### src/hdl/mcfp_pkg.sv
// Shared types, character codes and helper functions of the motor command frame parser.
// Depends on nothing; every other file but the defines header imports it.
package mcfp_pkg;

    localparam int unsigned BYTE_W   = 8;
    localparam int unsigned SPEED_W  = 8;
    localparam int unsigned ANGLE_W  = 6;
    localparam int unsigned BODY_LEN = 7;
    localparam int unsigned POS_W    = 3;

    localparam logic [POS_W-1:0] POS_LAST = POS_W'(BODY_LEN);

    localparam logic [BYTE_W-1:0] CH_TERM_UC = 8'h45; // 'E'
    localparam logic [BYTE_W-1:0] CH_TERM_LC = 8'h65; // 'e'
    localparam logic [BYTE_W-1:0] CH_ZERO    = 8'h30; // '0'
    localparam logic [BYTE_W-1:0] CH_ONE     = 8'h31; // '1'
    localparam logic [BYTE_W-1:0] CH_FOUR    = 8'h34; // '4'
    localparam logic [BYTE_W-1:0] CH_NINE    = 8'h39; // '9'
    localparam logic [BYTE_W-1:0] CH_FWD_LC  = 8'h66; // 'f'
    localparam logic [BYTE_W-1:0] CH_FWD_UC  = 8'h46; // 'F'
    localparam logic [BYTE_W-1:0] CH_BWD_LC  = 8'h62; // 'b'
    localparam logic [BYTE_W-1:0] CH_BWD_UC  = 8'h42; // 'B'
    localparam logic [BYTE_W-1:0] CH_LEFT_LC = 8'h6C; // 'l'
    localparam logic [BYTE_W-1:0] CH_LEFT_UC = 8'h4C; // 'L'
    localparam logic [BYTE_W-1:0] CH_RGHT_LC = 8'h72; // 'r'
    localparam logic [BYTE_W-1:0] CH_RGHT_UC = 8'h52; // 'R'

    localparam logic [SPEED_W-1:0] SPEED_MAX = 8'd199;
    localparam logic [ANGLE_W-1:0] ANGLE_MAX = 6'd49;

    typedef struct packed {
        logic [SPEED_W-1:0] speed_percent;
        logic               go_backward;
        logic [ANGLE_W-1:0] angle_value;
        logic               turn_left;
    } t_cmd;

    function automatic logic is_term(input logic [BYTE_W-1:0] c);
        return (c == CH_TERM_UC) || (c == CH_TERM_LC);
    endfunction

    function automatic logic is_digit(input logic [BYTE_W-1:0] c,
                                      input logic [BYTE_W-1:0] top);
        return (c >= CH_ZERO) && (c <= top);
    endfunction

    // Digit value; only meaningful once the character passed is_digit.
    function automatic logic [3:0] digit_val(input logic [BYTE_W-1:0] c);
        return c[3:0];
    endfunction

endpackage

### src/hdl/mcfp_if.sv
// Valid/ready channels of the motor command frame parser: received bytes and decoded commands.
// Depends on mcfp_pkg.
interface mcfp_byte_if;
    import mcfp_pkg::*;

    logic              valid;
    logic              ready;
    logic [BYTE_W-1:0] rx_byte;

    modport source (output valid, output rx_byte, input ready);
    modport sink   (input valid, input rx_byte, output ready);
endinterface

interface mcfp_cmd_if;
    import mcfp_pkg::*;

    logic               valid;
    logic               ready;
    logic [SPEED_W-1:0] speed_percent;
    logic               go_backward;
    logic [ANGLE_W-1:0] angle_value;
    logic               turn_left;

    modport source (output valid, output speed_percent, output go_backward,
                    output angle_value, output turn_left, input ready);
    modport sink   (input valid, input speed_percent, input go_backward,
                    input angle_value, input turn_left, output ready);
endinterface

### src/hdl/mcfp_in_stage.sv
// Input register of the motor command frame parser: holds one received byte.
// Depends on mcfp_pkg and mcfp_byte_if.
module mcfp_in_stage (
    input  logic                      i_clk,
    input  logic                      i_rst_n,
    mcfp_byte_if.sink                 i_rx,
    input  logic                      i_advance,
    output logic                      o_valid,
    output logic [mcfp_pkg::BYTE_W-1:0] o_byte
);
    import mcfp_pkg::*;

    logic              r_valid;
    logic              n_valid;
    logic [BYTE_W-1:0] r_byte;
    logic              w_take;

    // Accept when empty or when the held byte moves on this cycle.
    assign i_rx.ready = !r_valid || i_advance;
    assign w_take     = i_rx.valid && i_rx.ready;

    always_comb begin
        n_valid = r_valid;
        if (w_take) begin
            n_valid = 1'b1;
        end else if (i_advance) begin
            n_valid = 1'b0;
        end
    end

    always_ff @(posedge i_clk) begin
        if (!i_rst_n) begin
            r_valid <= 1'b0;
        end else begin
            r_valid <= n_valid;
        end
    end

    always_ff @(posedge i_clk) begin
        if (w_take) begin
            r_byte <= i_rx.rx_byte;
        end
    end

    assign o_valid = r_valid;
    assign o_byte  = r_byte;
endmodule

### src/hdl/mcfp_frame_core.sv
// Frame assembly and decode: character position, held characters, checks and digit arithmetic.
// Depends on mcfp_pkg.
module mcfp_frame_core (
    input  logic                        i_clk,
    input  logic                        i_rst_n,
    input  logic                        i_advance,
    input  logic [mcfp_pkg::BYTE_W-1:0] i_byte,
    output logic                        o_res_valid,
    output mcfp_pkg::t_cmd              o_res
);
    import mcfp_pkg::*;

    logic [POS_W-1:0]  r_pos;
    logic [POS_W-1:0]  n_pos;
    logic [BYTE_W-1:0] r_held [BODY_LEN];
    logic              w_term;
    logic              w_store;
    logic              w_body_ok;

    assign w_term  = is_term(i_byte);
    assign w_store = i_advance && !w_term && (r_pos != POS_LAST);

    // Restart at slot 0 on any terminator or on a stray byte in the last slot.
    always_comb begin
        n_pos = r_pos;
        if (i_advance) begin
            if (w_term || (r_pos == POS_LAST)) begin
                n_pos = '0;
            end else begin
                n_pos = r_pos + POS_W'(1);
            end
        end
    end

    always_ff @(posedge i_clk) begin
        if (!i_rst_n) begin
            r_pos <= '0;
        end else begin
            r_pos <= n_pos;
        end
    end

    always_ff @(posedge i_clk) begin
        if (w_store) begin
            r_held[r_pos] <= i_byte;
        end
    end

    assign w_body_ok = ((r_held[0] == CH_ZERO) || (r_held[0] == CH_ONE))
                    && is_digit(r_held[1], CH_NINE)
                    && is_digit(r_held[2], CH_NINE)
                    && ((r_held[3] == CH_FWD_LC) || (r_held[3] == CH_FWD_UC)
                     || (r_held[3] == CH_BWD_LC) || (r_held[3] == CH_BWD_UC))
                    && is_digit(r_held[4], CH_FOUR)
                    && is_digit(r_held[5], CH_NINE)
                    && ((r_held[6] == CH_LEFT_LC) || (r_held[6] == CH_LEFT_UC)
                     || (r_held[6] == CH_RGHT_LC) || (r_held[6] == CH_RGHT_UC));

    assign o_res_valid = i_advance && w_term && (r_pos == POS_LAST) && w_body_ok;

    always_comb begin
        o_res.speed_percent = (SPEED_W'(digit_val(r_held[0])) * SPEED_W'(100))
                            + (SPEED_W'(digit_val(r_held[1])) * SPEED_W'(10))
                            + SPEED_W'(digit_val(r_held[2]));
        o_res.go_backward   = (r_held[3] == CH_BWD_LC) || (r_held[3] == CH_BWD_UC);
        o_res.angle_value   = (ANGLE_W'(digit_val(r_held[4])) * ANGLE_W'(10))
                            + ANGLE_W'(digit_val(r_held[5]));
        o_res.turn_left     = (r_held[6] == CH_LEFT_LC) || (r_held[6] == CH_LEFT_UC);
    end
endmodule

### src/hdl/mcfp_out_stage.sv
// Result register of the motor command frame parser: holds one decoded command until taken.
// Depends on mcfp_pkg and mcfp_cmd_if.
module mcfp_out_stage (
    input  logic           i_clk,
    input  logic           i_rst_n,
    input  logic           i_advance,
    input  logic           i_res_valid,
    input  mcfp_pkg::t_cmd i_res,
    output logic           o_free,
    mcfp_cmd_if.source     o_cmd
);
    import mcfp_pkg::*;

    logic r_valid;
    logic n_valid;
    t_cmd r_res;

    assign o_free = !r_valid || o_cmd.ready;

    always_comb begin
        n_valid = r_valid;
        if (i_advance) begin
            n_valid = i_res_valid;
        end else if (o_cmd.ready) begin
            n_valid = 1'b0;
        end
    end

    always_ff @(posedge i_clk) begin
        if (!i_rst_n) begin
            r_valid <= 1'b0;
        end else begin
            r_valid <= n_valid;
        end
    end

    always_ff @(posedge i_clk) begin
        if (i_advance && i_res_valid) begin
            r_res <= i_res;
        end
    end

    assign o_cmd.valid         = r_valid;
    assign o_cmd.speed_percent = r_res.speed_percent;
    assign o_cmd.go_backward   = r_res.go_backward;
    assign o_cmd.angle_value   = r_res.angle_value;
    assign o_cmd.turn_left     = r_res.turn_left;
endmodule

### src/hdl/motor_command_frame_parser.sv
// A terminator's command is decoded combinationally and held in the result register.
// Throughput: one byte per cycle, set by the input register and the result register in line;
// a command held by a stalled sink holds the next byte in the input register.
// A byte that completes no frame takes its cycle in the core and yields no request.
// Reset (i_rst_n low, synchronous) empties both registers and restarts framing at slot 0;
// held characters are not cleared, as a frame only reads slots it wrote itself.
module motor_command_frame_parser (
    input  logic       i_clk,
    input  logic       i_rst_n,
    mcfp_byte_if.sink  i_rx,
    mcfp_cmd_if.source o_cmd
);
    import mcfp_pkg::*;

    // Byte held in the input register, waiting for the core.
    logic              w_in_valid;
    logic [BYTE_W-1:0] w_in_byte;

    // Result slot is empty or drains this cycle.
    logic w_out_free;

    // Move the held byte through the core into the result slot.
    logic w_advance;

    // Decoded command from the core, valid only for a complete, clean frame.
    logic w_res_valid;
    t_cmd w_res;

    // Advance only when the result slot can take whatever the byte produces,
    // so a byte never leaves the input register without its result landing.
    assign w_advance = w_in_valid && w_out_free;

    // Input register: parts the byte source from the core so the next
    // request is taken while the current one is decoded.
    mcfp_in_stage u_in (
        .i_clk     (i_clk),
        .i_rst_n   (i_rst_n),
        .i_rx      (i_rx),
        .i_advance (w_advance),
        .o_valid   (w_in_valid),
        .o_byte    (w_in_byte)
    );

    // Core: track the slot, hold body characters, check and decode at the terminator.
    mcfp_frame_core u_core (
        .i_clk       (i_clk),
        .i_rst_n     (i_rst_n),
        .i_advance   (w_advance),
        .i_byte      (w_in_byte),
        .o_res_valid (w_res_valid),
        .o_res       (w_res)
    );

    // Result register: hold a command until the sink takes it.
    mcfp_out_stage u_out (
        .i_clk       (i_clk),
        .i_rst_n     (i_rst_n),
        .i_advance   (w_advance),
        .i_res_valid (w_res_valid),
        .i_res       (w_res),
        .o_free      (w_out_free),
        .o_cmd       (o_cmd)
    );
endmodule

### src/flat_wrapper.sv
// flat-port wrapper written by rule: the top's interface ports become plain ports
module motor_command_frame_parser_flat import mcfp_pkg::*;
  (i_clk, i_rst_n, i_rx_valid, i_rx_rx_byte, i_rx_ready, o_cmd_valid, o_cmd_speed_percent, o_cmd_go_backward, o_cmd_angle_value, o_cmd_turn_left, o_cmd_ready);
  mcfp_byte_if i_rx_i ();
  mcfp_cmd_if o_cmd_i ();
  input  logic i_clk;
  input  logic i_rst_n;
  input wire logic [$bits(i_rx_i.valid)-1:0] i_rx_valid;
  input wire logic [$bits(i_rx_i.rx_byte)-1:0] i_rx_rx_byte;
  output wire logic [$bits(i_rx_i.ready)-1:0] i_rx_ready;
  output wire logic [$bits(o_cmd_i.valid)-1:0] o_cmd_valid;
  output wire logic [$bits(o_cmd_i.speed_percent)-1:0] o_cmd_speed_percent;
  output wire logic [$bits(o_cmd_i.go_backward)-1:0] o_cmd_go_backward;
  output wire logic [$bits(o_cmd_i.angle_value)-1:0] o_cmd_angle_value;
  output wire logic [$bits(o_cmd_i.turn_left)-1:0] o_cmd_turn_left;
  input wire logic [$bits(o_cmd_i.ready)-1:0] o_cmd_ready;
  assign i_rx_i.valid = i_rx_valid;
  assign i_rx_i.rx_byte = i_rx_rx_byte;
  assign i_rx_ready = i_rx_i.ready;
  assign o_cmd_valid = o_cmd_i.valid;
  assign o_cmd_speed_percent = o_cmd_i.speed_percent;
  assign o_cmd_go_backward = o_cmd_i.go_backward;
  assign o_cmd_angle_value = o_cmd_i.angle_value;
  assign o_cmd_turn_left = o_cmd_i.turn_left;
  assign o_cmd_i.ready = o_cmd_ready;
  motor_command_frame_parser u_core (.i_clk(i_clk), .i_rst_n(i_rst_n), .i_rx(i_rx_i), .o_cmd(o_cmd_i));
endmodule
### config.mk
export PLATFORM = sky130hd
export DESIGN_NAME = motor_command_frame_parser_flat
export DESIGN_NICKNAME = d
export VERILOG_FILES = /design/src/hdl/mcfp_pkg.sv /design/src/hdl/mcfp_if.sv /design/src/hdl/mcfp_in_stage.sv /design/src/hdl/mcfp_frame_core.sv /design/src/hdl/mcfp_out_stage.sv /design/src/hdl/motor_command_frame_parser.sv /design/src/flat_wrapper.sv
export SDC_FILE = /design/constraint.sdc
export NUM_CORES = 1
export LEC_CHECK = 0
export ABC_AREA = 1
export BUFFER_PORTS_ARGS = -buffer_cell sky130_fd_sc_hd__buf_2
export CAP_MARGIN = 20
export CORE_AREA = 2 2 100 102
export CTS_CLUSTER_DIAMETER = 30
export DETAILED_ROUTE_END_ITERATION = 10
export DIE_AREA = 0 0 102 104
export SYNTH_ARGS = -nofsm -noshare
export SYNTH_HDL_FRONTEND = slang
export SYNTH_SLANG_ARGS = --single-unit
### constraint.sdc
create_clock -name i_clk -period 3.6 [get_ports i_clk]
set_input_delay 0.18 -clock i_clk [delete_from_list [all_inputs] [get_ports i_clk]]
set_output_delay 0.18 -clock i_clk [all_outputs]
set_load 0.05 [all_outputs]
-- Word level (Yosys, flattened, before mapping)
Memory sizes are Yosys's and may differ from the RTL's.
Cells that the tools add are included.
- bits in registers: 29
- RAM bits: 56
- bits of input ports: 12
- output and inout bits: 18
- word-level logic and storage cells: 80
- memories kept: 1
- memories (memory ; words ; bits a word ; rd ports ; clocked after memory_dff ; write ports ; RTL line ; RTL):
    u_core.u_core.r_held ; 7 ; 8 ; 7 ; 0 ; 1 ; mcfp_frame_core.sv:15 ; logic [BYTE_W-1:0] r_held [BODY_LEN];
- add/sub/neg operators: 4
- multipliers: 3
- $lt $le $gt $ge: 8
- eq/ne operators: 14
- mux-type cells: 7
- reductions and logical operators: 35
- operator list (kind ; number):
    == test 8 x 7 -> 1 bit, second input constant ; 10
    greater-or-equal comparator 8 x 6 -> 1 bit, second input constant ; 4
    less-or-equal comparator 8 x 6 -> 1 bit, second input constant ; 4
    logical AND 1 bit ; 18
    == test 8 x 6 -> 1 bit, second input constant ; 2
    logical OR 1 bit ; 12
    adder 8 x 4 -> 8 bit ; 1
    adder 8 bit ; 1
    multiplier 4 x 3 -> 7 bit, second input constant ; 1
    adder 6 x 4 -> 6 bit ; 1
    multiplier 4 x 5 -> 6 bit, second input constant ; 1
    two-way mux 1 bit ; 6
    multiplier 4 x 3 -> 5 bit, second input constant ; 1
    nonzero test 2 bit ; 2
    adder 3 x 1 -> 3 bit, second input constant ; 1
    == test 3 bit, second input constant ; 1
    zero test 1 bit ; 3
    two-way mux 3 bit ; 1
    != test 3 bit, second input constant ; 1

-- Longest topological paths before layout
An unclocked memory read counts as a cell.
- word-level depth: 11
- depth in mapped cells: 14
- depth with buffers taken out: 14

-- Hierarchy
From an unflattened synthesis, not the netlist that was laid out.
- cells, all modules: 281
- area total of the unflattened synthesis: 3662.3 um2
- modules (own cells, without submodules) (module ; instances ; cells each ; area each (um2) ; seq. area each (um2)):
    mcfp_frame_core ; 1 ; 239 ; 2827.7 ; 1681.6
    mcfp_out_stage ; 1 ; 25 ; 535.5 ; 500.5
    mcfp_in_stage ; 1 ; 15 ; 291.5 ; 260.2
    motor_command_frame_parser ; 1 ; 2 ; 7.5 ; 0.0

-- Worst setup path after synthesis
OpenSTA, ideal clock, no wires.
- kind: flip-flop to flip-flop
- from: mem u_core.u_core.r_held[1][3]
- to: reg u_core.u_out.r_res, in the netlist u_core.u_out.o_cmd.speed_percent[6] (data pin)
- library setup time: 0.262 ns
- arrival time: 2.368 ns
- required time: 3.338 ns
- slack: 0.970 ns
- cell stages (with the launch flop): 11
- buffers on the path: 0
- clock period less this slack: 2.630 ns
- cell sequence: edfxtp_1 -> ha_1 -> ha_1 -> inv_1 -> fa_1 -> inv_1 -> ha_1 -> ha_1 -> a21oi_1 -> o21ai_1 -> xor2_1
- RTL lines (element ; RTL line ; RTL):
    start, declared ; mcfp_frame_core.sv:15 ;
    end signal, assigned ; mcfp_out_stage.sv:39 ; r_res <= i_res;
    end, declared ; mcfp_out_stage.sv:16 ; t_cmd r_res;

==> flow_summary.yaml <==
cells_and_area:
  final_nets: 378
  nFillCells: 897
  insertedDiodeCount: 0
  syn2layout_area_growth_pct: 17.06
  final_common_cell: "edfxtp_1"
  drive_gt1_share_pct: 20.00
  final_cell_mix: "edfxtp_1, inv_1, nand2_1"
global_routing:
  grt_pass1_vias: 1840
  antenna_found_initial: 0
  grt_max_degree: 17
  grt_pass1_wl_um: 9059
  grtUsageTotal_pct: 11.70
  grt-ovfl-total: 0
drt:
  num_vias: 2018
  drt-total-wl_um: 5812
  route.met3.wl_um: 207
  ant_nets: 0
  route.detailed.drc: 0
  wl_per_cell_um: 12.29
  wl_met1_um: 2781
  dr.max_layer_used: "met4"
  via_per_inst: 4.266
  drt_iter0_markers: 37
  wl_met2_um: 2728
  first_pass_iters: 6
synthesis:
  syn-num-nets: 328
  synth_seq_area_share_pct: 66.08
  ys_types: 29
  avgSynthCellArea_um2: 12.97
  synth_warnings: 0
  ys_ff_latch: 83
  netlist_area_um2: 3696
  syn_inst: 285
floorplan:
  dieArea_um2: 10610
  start_util_pct: 38.71
  coreArea_um2: 9549
  rows: 36
  num_io_pins: 30
  die_h_um: 104
  die_x_um: 102
clock_tree:
  clock_latency_ps: 350
  cts_setup_buffers: 0
  htreeDepth: 3
  clockBufferDepth: 2
  cts.sinks: 83
  clk_transition_reported_paths_ps: 90
  ctsHoldBuffers: 8
  cts_buffers: 9
  cts_tree: "yes"
  root_buffer: "clkbuf_8"
  ctsResizeCount: 0
critical_path:
  r2r-end: "u_core.u_out.o_cmd.speed_percent[6]"
  crit_family: "adder cells"
  critPathArrivalTime_ps: 2870
  cp_slowest_cell: "edfxtp_1"
  crit_fanout: 5
  reg2reg_depth: 10
  path_common_cell: "ha_1"
  path_cells: "ha_1, ha_1, inv_1, fa_1, inv_1, ha_1, ha_1, a21oi_1, o21ai_1, xor2_1"
  criticalPathCategory: "reg2reg"
  cpPeakStageDelay_ps: 470
  reg2reg_from: "u_core.u_core.r_held[1][3]"
  r2r_slack_ps: 840
  end_kind: "flip-flop"
  start_kind: "flip-flop"
  crit_buf_inv: 2
  cp.required_ps: 3710
timing:
  finalWorstSetupSlack_ps: 835.9
  final-setup-viol-count: 0
  hold_violations: 0
  final.min_clock_period_ps: 2764
  max_freq_ghz: 0.3618
  tightest_slew_ps: 947.6
  slew_violations: 0
  rsz0062_at_grt: "false"
  relSlewSlack_pct: 36.34
  finClkSkew_ps: 7.196
  finalCritPeriodShare_pct: 76.78
  fin_tns_setup_ps: 0
flow_run:
  max_cap_violations: 0
worst_hold_path:
  whs_endpoint: "u_core.u_out.o_cmd.valid"
  min_path_cells: 4
  min_path_type: "in2reg"
  hp-start: "o_cmd_ready"
power:
  ir_worst_vdd_v: 0.0002875
  p_per_area_nw_per_um2: 449.9
  cellLeakagePower_uw: 0.001725
placement:
  place.detailed.hpwl_um: 4078
  place_ws_ps: 848.9
  gp_congestion: 0.7460
  portBuffers: 29
status:
  status: "complete, no violations"
==> stage by stage <==
stage | utilization, % | power [uW] | hold slack (ps) | instances | instance area (um^2)
floorplan | - | 1186 | 278.9 | 285 | 3696
global placement | 42.13 | 1219 | 356.5 | 449 | 4023
detailed placement | 42.13 | 1223 | 358.1 | 449 | 4023
CTS | 45.31 | 1972 | 98.15 | 473 | 4327
global route | 45.31 | 2030 | 93.52 | 473 | 4327
finish | 45.31 | 1947 | 114.8 | 473 | 4327
==> Yosys cell counts <==
master,instances,area (um^2)
nor2_1,28,105.1
nand4_1,1,6.260
o21ai_1,2,10.01
xor2_1,6,52.55
nand2_2,5,31.28
nor4_1,2,12.51
xnor2_1,6,52.55
nand3b_1,1,7.510
clkinv_1,1,3.750
nand3_1,4,20.02
and3_1,1,6.260
ha_1,26,325.3
nor3_4,1,16.27
o21ai_0,2,10.01
nand2_4,2,22.52
a21oi_1,6,30.03
nor3_1,4,20.02
dfxtp_1,5,100.1
inv_1,44,165.2
nor3_2,1,10.01
xnor2_2,1,16.27
edfxtp_1,78,2342
a21oi_2,2,17.52
nand2_1,42,157.7
nor2_2,3,18.77
fa_1,5,100.1
nor2_4,1,11.26
inv_2,4,15.01
nand3_2,1,10.01
==> metal layers <==
| metal | GRT usage (%) | vias up |
|---|---|---|
| met5 | 0 | - |
| met4 | 4.286 | 0 |
| met3 | 3.629 | 9 |
| met2 | 18.23 | 40 |
| met1 | 15.32 | 922 |
| li1 | - | 1047 |
==> where the power goes <==
group	leakage (uW)	internal (uW)	total, uW	switching, uW
Sequential	0.000748	1080	1110	26.1
Combinational	0.000870	45.5	99.0	53.5
Clock	0.000108	396	742	345
==> worst max path at each step <==
stage,from,slack (ps),endpoint,cells after the start
final,u_core.u_core.r_held[1][3],840,u_core.u_out.o_cmd.speed_percent[6],10
after global routing,u_core.u_core.r_held[1][3],710,u_core.u_out.o_cmd.speed_percent[6],10
after CTS,u_core.u_core.r_held[1][3],830,u_core.u_out.o_cmd.speed_percent[6],10
after detailed placement,u_core.u_core.r_held[1][3],850,u_core.u_out.o_cmd.speed_percent[6],10
after global placement,u_core.u_core.r_held[1][3],910,u_core.u_out.o_cmd.speed_percent[6],10
after floorplan,u_core.u_core.r_held[1][3],970,u_core.u_out.o_cmd.speed_percent[6],10
==> worst reg2reg max path, delay by kind of cell, from the launching register on <==
kind | cells | cell delay (ps)
compound gates | 2 | 250
xor+xnor | 1 | 140
fa+ha+maj | 5 | 1570
buf+inv | 2 | 100
flops | 1 | 470
==> flip-flops by register name (all words and copies together) (netlist names) <==
signal	flops
u_core.u_core.r_held	54
u_core.u_out.o_cmd.angle_value	6
u_core.u_in.o_byte	8
u_core.u_out.o_cmd.turn_left	1
u_core.u_out.o_cmd.go_backward	1
u_core.u_out.o_cmd.speed_percent	8
u_core.u_in.o_valid	1
u_core.u_core.r_pos	3
u_core.u_out.o_cmd.valid	1
==> cells by family (layout without fill, tap and decap cells) <==
family | count (synthesis) | count (layout) | share of synthesized area (%)
adder cells (fa/ha/maj) | 31 | 31 | 11.51
XOR/XNOR | 13 | 13 | 3.284
AND/OR/NAND/NOR | 97 | 97 | 12.32
flip-flops | 83 | 83 | 66.08
buffers and inverters | 49 | 104 | 4.976
AO/OA/AOI/OAI | 12 | 12 | 1.828
==> final cells by class <==
| class | count | area (um^2) | share of cell area, % |
|---|---|---|---|
| multi-input cells | 153 | 1070 | 24.73 |
| inverters | 49 | 183.9 | 4.251 |
| clock inverters | 7 | 100.1 | 2.313 |
| repair buffers | 39 | 240.2 | 5.552 |
| clock buffers | 9 | 123.9 | 2.863 |
| well taps | 133 | 166.4 | 3.846 |
| flip-flops and latches | 83 | 2442 | 56.45 |
(Power assumes the default switching activity.)
